File: src/rtl/tsrr_pkg.sv
`default_nettype none
// ----------------------------------------------------------------------------
// tsrr_pkg
// Shared types, codes and helpers for the thread slot table.
// ----------------------------------------------------------------------------
package tsrr_pkg;

	localparam int SLOT_COUNT = 16;
	localparam int IDX_W      = (SLOT_COUNT > 1) ? $clog2(SLOT_COUNT) : 1;

	typedef logic [IDX_W-1:0] idx_t;

	localparam logic [2:0] CMD_CREATE  = 3'd0;
	localparam logic [2:0] CMD_DESTROY = 3'd1;
	localparam logic [2:0] CMD_PICK    = 3'd2;
	localparam logic [2:0] CMD_SWITCH  = 3'd3;
	localparam logic [2:0] CMD_ENTER   = 3'd4;
	localparam logic [2:0] CMD_SETST   = 3'd5;

	localparam logic [2:0] ST_UNUSED  = 3'd0;
	localparam logic [2:0] ST_RUNNING = 3'd1;
	localparam logic [2:0] ST_READY   = 3'd2;

	localparam logic [1:0] RS_OK       = 2'd0;
	localparam logic [1:0] RS_NOSLOT   = 2'd1;
	localparam logic [1:0] RS_NOTFOUND = 2'd2;
	localparam logic [1:0] RS_REFUSED  = 2'd3;

	typedef struct packed {
		logic [2:0]  state;
		logic        entered;
		logic [31:0] pid;
		logic [31:0] gen;
	} entry_t;

	typedef struct packed {
		logic   en;
		idx_t   addr;
		entry_t data;
	} wr_req_t;

	function automatic idx_t next_idx(idx_t i);
		idx_t r;
		if (i == idx_t'(SLOT_COUNT - 1)) begin
			r = '0;
		end else begin
			r = i + idx_t'(1);
		end
		return r;
	endfunction

	function automatic logic [3:0] slot_field(idx_t i);
		logic [IDX_W+3:0] w;
		w = {{4{1'b0}}, i};
		return w[3:0];
	endfunction

endpackage
`default_nettype wire

File: src/rtl/tsrr_if.sv
`default_nettype none
// ----------------------------------------------------------------------------
// tsrr_cmd_if / tsrr_res_if
// Valid/ready channels for command words and result words.
// ----------------------------------------------------------------------------
interface tsrr_cmd_if;
	logic        valid;
	logic        ready;
	logic [2:0]  command;
	logic [31:0] req_pid;
	logic [2:0]  new_state;

	modport source(output valid, command, req_pid, new_state, input ready);
	modport sink(input valid, command, req_pid, new_state, output ready);
endinterface

interface tsrr_res_if;
	logic        valid;
	logic        ready;
	logic [1:0]  status;
	logic [31:0] result_pid;
	logic [3:0]  result_slot;
	logic [31:0] result_generation;

	modport source(output valid, status, result_pid, result_slot, result_generation,
		input ready);
	modport sink(input valid, status, result_pid, result_slot, result_generation,
		output ready);
endinterface
`default_nettype wire

File: src/rtl/tsrr_slot_store.sv
`default_nettype none
// ----------------------------------------------------------------------------
// tsrr_slot_store
// Slot entry memory, one read and one write port, registered read data.
// Per-entry valid bits stand in for the reset contents.
// ----------------------------------------------------------------------------
module tsrr_slot_store (
	input  wire logic              clk,
	input  wire logic              arst_n,
	input  wire logic              rd_en,
	input  wire tsrr_pkg::idx_t    rd_addr,
	output tsrr_pkg::entry_t       rd_data,
	input  wire tsrr_pkg::wr_req_t wr
);

	tsrr_pkg::entry_t                  mem [tsrr_pkg::SLOT_COUNT];
	logic [tsrr_pkg::SLOT_COUNT-1:0]   valid_q;
	tsrr_pkg::entry_t                  data_s1;
	logic                              valid_s1;
	logic                              zero_s1;

	always_ff @(posedge clk) begin
		if (wr.en) begin
			mem[wr.addr] <= wr.data;
		end
		if (rd_en) begin
			data_s1  <= mem[rd_addr];
			valid_s1 <= valid_q[rd_addr];
			zero_s1  <= (rd_addr == '0);
		end
	end

	always_ff @(posedge clk or negedge arst_n) begin
		if (!arst_n) begin
			valid_q <= '0;
		end else if (wr.en) begin
			valid_q[wr.addr] <= 1'b1;
		end
	end

	always_comb begin
		if (valid_s1) begin
			rd_data = data_s1;
		end else begin
			rd_data       = '0;
			rd_data.state = zero_s1 ? tsrr_pkg::ST_RUNNING : tsrr_pkg::ST_UNUSED;
		end
	end

endmodule
`default_nettype wire

File: src/rtl/thread_slot_table_round_robin.sv
`default_nettype none
// ----------------------------------------------------------------------------
// thread_slot_table_round_robin
// Thread slot table with create, destroy, round-robin pick and switch.
// ----------------------------------------------------------------------------
// Usage:
//   cmd carries one command word (command, req_pid, new_state); res returns
//   exactly one result word per command (status, result_pid, result_slot,
//   result_generation). A word moves when valid and ready are both high.
//   Slot entries live in a single-port-read, single-port-write memory. Each
//   command sweeps all SLOT_COUNT entries, one read per cycle, then, for a
//   create, destroy, enter, set-state or switch that succeeds, writes back
//   the target entry and, for a switch, demotes the old running entry. The
//   time from command accept to result valid is set by the memory read
//   sweep, and is longer for a switch that demotes a running thread.
//   cmd.ready is high only between commands and returns the cycle after the
//   result is loaded, so no new command is taken before that.
//   After reset slot 0 is the running idle thread, all other slots are free,
//   the current slot is 0 and the next pid is 1; no clearing pass is needed.
//   The result register holds a word while res.ready is low; the next
//   command may be accepted meanwhile, and its result waits until the
//   register frees.
// ----------------------------------------------------------------------------
module thread_slot_table_round_robin (
	input  wire logic   clk,
	input  wire logic   arst_n,
	tsrr_cmd_if.sink    cmd,
	tsrr_res_if.source  res
);

	localparam logic [2:0] S_IDLE   = 3'd0;
	localparam logic [2:0] S_SCAN   = 3'd1;
	localparam logic [2:0] S_LAST   = 3'd2;
	localparam logic [2:0] S_EXEC   = 3'd3;
	localparam logic [2:0] S_DEMOTE = 3'd4;
	localparam logic [2:0] S_FIN    = 3'd5;

	logic [2:0]        state_q;
	logic [2:0]        cmd_q;
	logic [31:0]       tpid_q;
	logic [2:0]        nst_q;
	tsrr_pkg::idx_t    addr_q;
	tsrr_pkg::idx_t    cnt_q;
	tsrr_pkg::idx_t    cur_q;
	logic [31:0]       pidctr_q;

	logic              rd_v_s1;
	tsrr_pkg::idx_t    rd_idx_s1;
	tsrr_pkg::entry_t  rd_ent;

	logic              found_q;
	tsrr_pkg::idx_t    fidx_q;
	tsrr_pkg::entry_t  fent_q;
	tsrr_pkg::entry_t  curent_q;
	logic [31:0]       gen0_q;
	tsrr_pkg::idx_t    dem_idx_q;

	logic [1:0]        rstat_q;
	logic [31:0]       rpid_q;
	logic [3:0]        rslot_q;
	logic [31:0]       rgen_q;

	logic              ovalid_q;
	logic [1:0]        ostat_q;
	logic [31:0]       opid_q;
	logic [3:0]        oslot_q;
	logic [31:0]       ogen_q;

	logic              rd_en;
	logic              match;
	tsrr_pkg::wr_req_t wr;
	tsrr_pkg::wr_req_t ex_wr;
	logic [1:0]        ex_stat;
	logic [31:0]       ex_pid;
	logic [3:0]        ex_slot;
	logic [31:0]       ex_gen;
	logic              ex_demote;
	logic              ex_move;
	logic              ex_bump;
	logic [31:0]       new_gen;
	logic              accept;

	assign accept = cmd.valid && cmd.ready;
	assign cmd.ready = (state_q == S_IDLE);
	assign rd_en = (state_q == S_SCAN);

	assign res.valid             = ovalid_q;
	assign res.status            = ostat_q;
	assign res.result_pid        = opid_q;
	assign res.result_slot       = oslot_q;
	assign res.result_generation = ogen_q;

	tsrr_slot_store u_store (
		.clk     (clk),
		.arst_n  (arst_n),
		.rd_en   (rd_en),
		.rd_addr (addr_q),
		.rd_data (rd_ent),
		.wr      (wr)
	);

	always_comb begin
		unique case (cmd_q)
			tsrr_pkg::CMD_CREATE: begin
				match = (rd_idx_s1 != '0) && (rd_ent.state == tsrr_pkg::ST_UNUSED);
			end
			tsrr_pkg::CMD_DESTROY, tsrr_pkg::CMD_SWITCH,
			tsrr_pkg::CMD_ENTER, tsrr_pkg::CMD_SETST: begin
				match = (rd_ent.pid == tpid_q) && (rd_ent.state != tsrr_pkg::ST_UNUSED);
			end
			tsrr_pkg::CMD_PICK: begin
				match = (rd_ent.state == tsrr_pkg::ST_READY) && (rd_ent.pid != '0)
					&& rd_ent.entered;
			end
			default: begin
				match = 1'b0;
			end
		endcase
	end

	always_comb begin
		new_gen = fent_q.gen + 32'd1;
		if (new_gen == '0) begin
			new_gen = 32'd1;
		end
		ex_wr      = '0;
		ex_wr.addr = fidx_q;
		ex_wr.data = fent_q;
		ex_stat    = tsrr_pkg::RS_OK;
		ex_pid     = tpid_q;
		ex_slot    = '0;
		ex_gen     = '0;
		ex_demote  = 1'b0;
		ex_move    = 1'b0;
		ex_bump    = 1'b0;
		unique case (cmd_q)
			tsrr_pkg::CMD_CREATE: begin
				if (found_q) begin
					ex_wr.en           = 1'b1;
					ex_wr.data.state   = tsrr_pkg::ST_READY;
					ex_wr.data.entered = 1'b0;
					ex_wr.data.pid     = pidctr_q;
					ex_wr.data.gen     = new_gen;
					ex_pid             = pidctr_q;
					ex_slot            = tsrr_pkg::slot_field(fidx_q);
					ex_gen             = new_gen;
					ex_bump            = 1'b1;
				end else begin
					ex_stat = tsrr_pkg::RS_NOSLOT;
					ex_pid  = '0;
				end
			end
			tsrr_pkg::CMD_DESTROY, tsrr_pkg::CMD_ENTER, tsrr_pkg::CMD_SETST: begin
				if (found_q) begin
					ex_wr.en = 1'b1;
					if (cmd_q == tsrr_pkg::CMD_DESTROY) begin
						ex_wr.data.state = tsrr_pkg::ST_UNUSED;
					end else if (cmd_q == tsrr_pkg::CMD_ENTER) begin
						ex_wr.data.entered = 1'b1;
					end else begin
						ex_wr.data.state = nst_q;
					end
					ex_slot = tsrr_pkg::slot_field(fidx_q);
					ex_gen  = fent_q.gen;
				end else begin
					ex_stat = tsrr_pkg::RS_NOTFOUND;
				end
			end
			tsrr_pkg::CMD_PICK: begin
				if (found_q) begin
					ex_pid  = fent_q.pid;
					ex_slot = tsrr_pkg::slot_field(fidx_q);
					ex_gen  = fent_q.gen;
				end else begin
					ex_pid = '0;
					ex_gen = gen0_q;
				end
			end
			tsrr_pkg::CMD_SWITCH: begin
				if (!found_q) begin
					ex_stat = tsrr_pkg::RS_NOTFOUND;
				end else begin
					ex_slot = tsrr_pkg::slot_field(fidx_q);
					ex_gen  = fent_q.gen;
					if ((fent_q.state != tsrr_pkg::ST_READY &&
						fent_q.state != tsrr_pkg::ST_RUNNING) ||
						curent_q.pid == tpid_q) begin
						ex_stat = tsrr_pkg::RS_REFUSED;
					end else begin
						ex_wr.en         = 1'b1;
						ex_wr.data.state = tsrr_pkg::ST_RUNNING;
						ex_demote        = (curent_q.state == tsrr_pkg::ST_RUNNING);
						ex_move          = 1'b1;
					end
				end
			end
			default: begin
				ex_stat = tsrr_pkg::RS_OK;
			end
		endcase
	end

	always_comb begin
		wr = '0;
		if (state_q == S_EXEC) begin
			wr = ex_wr;
		end else if (state_q == S_DEMOTE) begin
			wr.en         = 1'b1;
			wr.addr       = dem_idx_q;
			wr.data       = curent_q;
			wr.data.state = tsrr_pkg::ST_READY;
		end
	end

	always_ff @(posedge clk) begin
		rd_idx_s1 <= addr_q;
		if (accept) begin
			cmd_q  <= cmd.command;
			tpid_q <= cmd.req_pid;
			nst_q  <= cmd.new_state;
			cnt_q  <= '0;
			addr_q <= (cmd.command == tsrr_pkg::CMD_PICK) ? tsrr_pkg::next_idx(cur_q) : '0;
		end else if (state_q == S_SCAN) begin
			cnt_q  <= cnt_q + tsrr_pkg::idx_t'(1);
			addr_q <= tsrr_pkg::next_idx(addr_q);
		end
		if (rd_v_s1) begin
			if (match && !found_q) begin
				fidx_q <= rd_idx_s1;
				fent_q <= rd_ent;
			end
			if (rd_idx_s1 == cur_q) begin
				curent_q <= rd_ent;
			end
			if (rd_idx_s1 == '0) begin
				gen0_q <= rd_ent.gen;
			end
		end
		if (state_q == S_EXEC) begin
			rstat_q   <= ex_stat;
			rpid_q    <= ex_pid;
			rslot_q   <= ex_slot;
			rgen_q    <= ex_gen;
			dem_idx_q <= cur_q;
		end
		if (state_q == S_FIN && (!ovalid_q || res.ready)) begin
			ostat_q <= rstat_q;
			opid_q  <= rpid_q;
			oslot_q <= rslot_q;
			ogen_q  <= rgen_q;
		end
	end

	always_ff @(posedge clk or negedge arst_n) begin
		if (!arst_n) begin
			state_q  <= S_IDLE;
			cur_q    <= '0;
			pidctr_q <= 32'd1;
			rd_v_s1  <= 1'b0;
			found_q  <= 1'b0;
			ovalid_q <= 1'b0;
		end else begin
			rd_v_s1 <= rd_en;
			if (rd_v_s1 && match) begin
				found_q <= 1'b1;
			end
			if (ovalid_q && res.ready) begin
				ovalid_q <= 1'b0;
			end
			unique case (state_q)
				S_IDLE: begin
					if (accept) begin
						found_q <= 1'b0;
						state_q <= S_SCAN;
					end
				end
				S_SCAN: begin
					if (cnt_q == tsrr_pkg::idx_t'(tsrr_pkg::SLOT_COUNT - 1)) begin
						state_q <= S_LAST;
					end
				end
				S_LAST: begin
					state_q <= S_EXEC;
				end
				S_EXEC: begin
					if (ex_bump) begin
						pidctr_q <= pidctr_q + 32'd1;
					end
					if (ex_move) begin
						cur_q <= fidx_q;
					end
					state_q <= ex_demote ? S_DEMOTE : S_FIN;
				end
				S_DEMOTE: begin
					state_q <= S_FIN;
				end
				S_FIN: begin
					if (!ovalid_q || res.ready) begin
						ovalid_q <= 1'b1;
						state_q  <= S_IDLE;
					end
				end
				default: begin
					state_q <= S_IDLE;
				end
			endcase
		end
	end

endmodule
`default_nettype wire

File: src/flat_wrapper.sv
// flat-port wrapper written by rule: the top's interface ports become plain ports
module thread_slot_table_round_robin_flat 
  (clk, arst_n, cmd_valid, cmd_command, cmd_req_pid, cmd_new_state, cmd_ready, res_valid, res_status, res_result_pid, res_result_slot, res_result_generation, res_ready);
  tsrr_cmd_if cmd_i ();
  tsrr_res_if res_i ();
  input  wire logic clk;
  input  wire logic arst_n;
  input wire logic [$bits(cmd_i.valid)-1:0] cmd_valid;
  input wire logic [$bits(cmd_i.command)-1:0] cmd_command;
  input wire logic [$bits(cmd_i.req_pid)-1:0] cmd_req_pid;
  input wire logic [$bits(cmd_i.new_state)-1:0] cmd_new_state;
  output wire logic [$bits(cmd_i.ready)-1:0] cmd_ready;
  output wire logic [$bits(res_i.valid)-1:0] res_valid;
  output wire logic [$bits(res_i.status)-1:0] res_status;
  output wire logic [$bits(res_i.result_pid)-1:0] res_result_pid;
  output wire logic [$bits(res_i.result_slot)-1:0] res_result_slot;
  output wire logic [$bits(res_i.result_generation)-1:0] res_result_generation;
  input wire logic [$bits(res_i.ready)-1:0] res_ready;
  assign cmd_i.valid = cmd_valid;
  assign cmd_i.command = cmd_command;
  assign cmd_i.req_pid = cmd_req_pid;
  assign cmd_i.new_state = cmd_new_state;
  assign cmd_ready = cmd_i.ready;
  assign res_valid = res_i.valid;
  assign res_status = res_i.status;
  assign res_result_pid = res_i.result_pid;
  assign res_result_slot = res_i.result_slot;
  assign res_result_generation = res_i.result_generation;
  assign res_i.ready = res_ready;
  thread_slot_table_round_robin u_core (.clk(clk), .arst_n(arst_n), .cmd(cmd_i), .res(res_i));
endmodule
File: config.mk
export PLATFORM = sky130hd
export DESIGN_NAME = thread_slot_table_round_robin_flat
export DESIGN_NICKNAME = d
export VERILOG_FILES = /design/src/rtl/tsrr_pkg.sv /design/src/rtl/tsrr_if.sv /design/src/rtl/tsrr_slot_store.sv /design/src/rtl/thread_slot_table_round_robin.sv /design/src/flat_wrapper.sv
export SDC_FILE = /design/constraint.sdc
export NUM_CORES = 2
export LEC_CHECK = 0
export BUFFER_PORTS_ARGS = -buffer_cell sky130_fd_sc_hd__clkbuf_2
export CAP_MARGIN = 20
export CORE_UTILIZATION = 35
export CTS_BUF_LIST = sky130_fd_sc_hd__clkbuf_16
export DETAILED_ROUTE_END_ITERATION = 10
export PLACE_DENSITY = 0.48
export SYNTH_ARGS = -nofsm -noshare
export SYNTH_HDL_FRONTEND = slang
export SYNTH_HIERARCHICAL = 1
export SYNTH_SLANG_ARGS = --single-unit
File: constraint.sdc
create_clock -name clk -period 12.5 [get_ports clk]
set_input_delay 0.625 -clock clk [delete_from_list [all_inputs] [get_ports clk]]
set_output_delay 0.625 -clock clk [all_outputs]
set_load 0.01 [all_outputs]
Word level (Yosys, flattened, before mapping)
Memory sizes are Yosys's and may differ from the RTL's. A register that Yosys moved wholly into a read port is not among the register bits.
Cells that the tools add are included.
- register bits: 426
- memory bits (writable): 1088
- output and inout port bits: 72
- logic and storage cells: 164
- memories kept: 1
- memory list (name ; words ; bits a word ; read ports ; clocked after Yosys merged registers in ; wr ports ; line ; RTL):
    u_core.u_store.mem ; 16 ; 68 ; 1 ; 1 ; 1 ; tsrr_slot_store.sv:16 ; tsrr_pkg::entry_t mem [tsrr_pkg::SLOT_COUNT];
- $add $sub $neg: 5
- $lt $le $gt $ge: 3
- equality and inequality tests: 24
- muxes and demuxes: 60
- bitwise operators: 1
- reductions and logical operators: 36
- operators by type and width (kind ; count):
    two-way mux 32 bit ; 6
    two-way mux 73 bit ; 2
    two-way mux 68 bit ; 2
    case mux 32 bit (3 select lines) ; 1
    adder 32 x 1 -> 32 bit (second input constant) ; 2
    == test 32 bit ; 2
    two-way mux 64 bit ; 1
    case mux 32 bit (2 select lines) ; 1
    logical NOT 32 bit ; 1
    nonzero test 32 bit ; 1
    two-way mux 4 bit ; 6
    two-way mux 1 bit ; 23
    two-way mux 3 bit ; 7
    == test 3 x 2 -> 1 bit (second input constant) ; 6
    case mux 3 bit (6 select lines) ; 1
    bitwise OR 16 bit ; 1
    adder 4 x 1 -> 4 bit (second input constant) ; 3
    == test 3 bit (second input constant) ; 4
    == test 4 bit (second input constant) ; 3
    AND reduction 2 bit ; 6
    logical AND 1 bit ; 11
    less-than comparator 4 x 5 -> 1 bit (second input constant) ; 2
    == test 3 x 1 -> 1 bit (second input constant) ; 3
    logical NOT 3 bit ; 3
    other kinds (22) ; 31

Longest topological paths before layout
- depth in word-level cells: 12
- mapped depth: 11
- gate-level depth less buffers: 10

By module
The synthesis kept the hierarchy.
- by module, submodules not included (module ; times used ; cells each ; area each (µm²) ; sequential area each (µm²)):
    tsrr_slot_store ; 1 ; 2023 ; 44300.0 ; 35173.7
    thread_slot_table_round_robin ; 1 ; 1398 ; 17951.0 ; 11962.7

Least setup slack after synthesis
OpenSTA, ideal clock, no wires.
- path kind: register to register
- from: reg u_core.state_q[1]
- to: reg u_core/u_store/valid_q[8] in the netlist's numbering
- library setup time: 0.094 ns
- arrival: 8.911 ns
- required time: 12.406 ns
- setup slack: 3.495 ns
- cell stages (with the launch flop): 9
- path through: dfrtp_1 > clkbuf_1 > nand3b_1 > inv_1 > clkbuf_1 > a22o_1 > nand3b_1 > nor3_1 > or2_2
- RTL lines (what ; line ; RTL):
    start: declaration ; thread_slot_table_round_robin.sv:38 ; logic [2:0] state_q;
    start signal: assignment ; thread_slot_table_round_robin.sv:292 ; state_q <= ex_demote ? S_DEMOTE : S_FIN;
    end signal: assignment ; tsrr_slot_store.sv:35 ; valid_q <= '0;
    end signal: indexed assignment ; tsrr_slot_store.sv:37 ; valid_q[wr.addr] <= 1'b1;
    end: declaration ; tsrr_slot_store.sv:17 ; logic [tsrr_pkg::SLOT_COUNT-1:0] valid_q;

==> impl_results.md <==
- Commonest cells post-synth: 1516 x edfxtp_1, 207 x mux4_2, 203 x mux2i_1
- WS Path Type: flop to flop
- Drt first-iter violations: 3415
- Clock tree root buffer cell: clkbuf_16
- DR DRC count: 22
- Critical path buffers and inverters: 2
- Violated checks: design-rule violations
- Placement Rows: 154
- Net count, final: 3667
- Total die area: 0.180 mm2
- Global-route wire length before repair: 243000 um
- Combinational share of power: 0.247
- Slew of the pin with the lowest slew margin: 1.11 ns
- Number of distinct standard cells referenced by the synthesized netlist: 67
- Mean number of vias per cell: 5.34
- Clock sink count: 1582
- Worst min-delay path category: input port to flop
- Worst slack after detailed placement: 7.18 ns
- GRT overflow: 0
- Deepest clock path buffer count: 3
- Starting density of the core: 0.353
- Worst-Skew Late Latency: 0.81 ns
- Reg clk slew, reported paths: 0.06 ns
- Power Density: 212 mW/mm2
- Drt first pass iters: 10
- Internal: 10.4 mW
- Relative area change from synthesis to final layout: 14.4%
- Final design utilization: 0.404
- Synth Instances: 3421
- Height of the die: 424 um
- CP peak stage delay: 0.93 ns
- Boundary pin count: 114
- Routed vias: 32600
- Family of cells with the greatest summed delay on the critical path: simple AND/OR/NAND/NOR gates
- Share of the clock period used by the worst path after layout: 0.424
- Number of enable flip-flop cells after synthesis: 1516
- ANT nets after route: 0
- Final count of pins violating max slew: 0
- Sequential share of power: 0.441
- Met1 usage in global routing: 0.288
- Layer with the highest usage after global routing: met1
- Switching part of the total power: 0.309
- Via count of the first global-routing pass: 32300
- Horizontal die dimension: 424 um
- Fraction of post-synthesis cell area in the top cell type by area: 0.731
- Placer Congestion: 0.846
- Largest net degree at the start of global routing: 132
- Synthesized netlist net count: 3468
- Final hold violations: 0
- Cell with the most instances after synthesis: edfxtp_1
- Worst path arrival time: 5.71 ns
- Status: finished with violations
- Fraction of layout instances using a drive strength above 1: 0.196
- Cells taking the most area after synthesis: edfxtp_1 73%, mux4_2 7.5%, mux2i_1 3.3%
- Data required time of the critical path: 12.91 ns
- Mean instance size in the synthesized netlist: 18.2 um2
- Aggregate negative setup slack: 0 ns
- Met2 track utilization from global routing: 0.279
- VDD IR-drop max: 0.168 mV
- Largest area contributor in the netlist: edfxtp_1
- Grt met3 use: 0.0289
- Critical path capture point type: flop
- Half-perimeter wire length after placement: 102000 um
- Number of filler cells placed in the layout: 15700
- Final routed wire length divided by cell count: 27.8 um
- PortBufs: 113
- Tightest hold margin: 0.0562 ns
- CTS tree: yes
- Synth warnings: 6
- Most frequent cell on the critical path: buf_4
- Total number of H-tree levels: 4
- Category of the worst setup path launch point: flop
- Clock skew after layout: 0.0348 ns
- Chain of cells forming the critical path: xnor2_1 > nand4_1 > nor4_1 > a211o_1 > nor3_1 > a21oi_1 > o21bai_1 > nand3_1 > nor3_2 > buf_4 > buf_4
- Leakage power summed over all cells: 23.7 nW
- Proportion of synthesized chip area in sequential cells: 0.757
- Main flop type after synthesis: edfxtp_1
- Final setup violating endpoints: 0
- Power spent charging and discharging nets: 4.66 mW
- Final critical path time including I/O delays and setup: 5.31 ns
- Setup repair after global routing missed its margin: no
- Proportion of register bits with asynchronous set or reset after synthesis: 0.0367
- Worst Setup Slack, final: 7.19 ns
- Core ar.: 0.176 mm2
- Number of antenna violations at the first check in global routing: 14
- Max-cap check violation count: 0
- Maximum clock frequency: 0.188 GHz
- Post_cts resized: 0
- Clock power frac: 0.313
- DRT Wirelength: 169000 um
- Rel. slew slack: 0.259
- Maximum fanout along the worst path: 35
- Post-synthesis sequential element count: 1582
- Total power draw: 15.1 mW
- Gr usage total: 0.187
- Post-Synthesis Cell Area: 0.0623 mm2
- Crit path max-delay cell type: nor3_2
- Total clock buffers created by CTS: 167
-- timing repair --
action	4_1_cts	5_1_grt
hold buffers	5	0
endpoints found under the hold margin	10	0
setup buffers	0	0
-- state kept, by name, indices dropped and copies added, names as in the netlist, 16 cells and up --
| name | cells |
|---|---|
| u_core/curent_q | 68 |
| u_core/fent_q | 68 |
| u_core/gen0_q | 32 |
| u_core/pidctr_q | 32 |
| u_core/res.result_generation | 32 |
| u_core/res.result_pid | 32 |
| u_core/rgen_q | 32 |
| u_core/rpid_q | 32 |
| u_core/tpid_q | 32 |
| u_core/u_store/data_s1 | 68 |
| u_core/u_store/mem | 1088 |
| u_core/u_store/valid_q | 16 |
-- stage by stage --
step | cell area, um2 | std cells
2_1_floorplan | 62300 | 3421
3_3_place_gp | 65900 | 5779
3_5_place_dp | 65900 | 5783
4_1_cts | 71200 | 6092
5_1_grt | 71200 | 6095
6_report | 71200 | 6096
-- cell families (layout without fill, tap and decap cells) --
group                    after synthesis  after routing  share of synthesized area
flip-flops                          1582           1582                      0.757
AND/OR/NAND/NOR                      551            551                     0.0452
AO/OA/AOI/OAI                        514            514                     0.0523
multiplexers                         416            416                      0.109
buffers and inverters                216            550                     0.0163
XOR/XNOR                             137            137                     0.0193
adder cells (fa/ha/maj)                5              5                    0.00100
other                                  0              1                          0
-- routing by layer --
metal,vias to the layer above,wire (um),share of wire
li1,14200,-,-
met5,-,0,0
met2,900,76100,0.45
met1,17300,81600,0.48
met4,0,2480,0.015
met3,167,9170,0.054
-- worst paths after layout --
kind,from,end,slack [ns],cells past startpoint
max,u_core/tpid_q[13]$_DFFE_PP_,u_core/u_store/mem[12][20]$_DFFE_PP_,7.19,11
min,cmd_req_pid[9],u_core/tpid_q[9]$_DFFE_PP_,0.06,1
max reg2reg,u_core/tpid_q[13]$_DFFE_PP_,u_core/u_store/mem[12][20]$_DFFE_PP_,7.19,11
min reg2reg,u_core/rstat_q[1]$_DFFE_PP_,u_core/res.status[1]$_DFFE_PP_,0.42,0
max in group asynchronous,arst_n,u_core/u_store/valid_q[14]$_DFFE_PN0P_,11.27,3
min in group asynchronous,arst_n,u_core/pidctr_q[6]$_DFFE_PN0P_,0.18,2
-- layout make-up --
class,instances,area [um2],area share
antenna,1,2.50,0.0000351
clock buffer,170,4250,0.0597
clock inverter,134,930,0.0131
inverter,14,57.6,0.000808
multi-input combinational,1623,14300,0.201
sequential,1582,47100,0.662
tap,2340,2930,0.0411
timing repair buffer,232,1580,0.0222
-- power by group through the flow --
| stage | Sequential (mW) | Clock [mW] | Combinational (mW) |
|---|---|---|---|
| CTS | 6.64 | 4.84 | 3.75 |
| finish | 6.64 | 4.71 | 3.71 |
| floorplan | 6.69 | 0 | 2.40 |
| global route | 6.67 | 5.03 | 3.98 |
| detailed placement | 6.74 | 0 | 3.73 |
| global placement | 6.74 | 0 | 3.74 |
-- worst register-to-register path, delay by kind of cell, from the launching register on --
kind / cells / cell delay [ns]
AO/OA/AOI/OAI: 3 / 0.88
AND/OR/NAND/NOR: 5 / 2.12
XOR/XNOR: 1 / 0.17
buffers and inverters: 2 / 1.24
flip-flops: 1 / 0.45
-- layout by cell type, fill, tap and decap left out, types with 14 or more instances in the layout --
cell type	Yosys	layout
a21oi_1	101	101
a221oi_1	72	72
a22oi_1	98	98
and2_1	78	75
and3_1	16	15
buf_4	25	103
clkbuf_16	0	171
clkbuf_2	0	112
clkinv_1	0	39
clkinv_2	0	22
dfrtp_1	57	57
edfxtp_1	1516	1516
inv_1	14	61
mux2i_1	203	203
mux4_2	207	207
nand2_1	176	176
nand3_1	27	27
nand4_1	41	41
nor2_1	84	71
nor3_1	28	21
nor4_1	21	20
o21ai_0	108	87
o21ai_1	73	78
o21ai_2	0	16
or2_2	21	21
or3_1	14	14
xnor2_1	99	99
xor2_1	38	38
(Power assumes the default switching activity.)
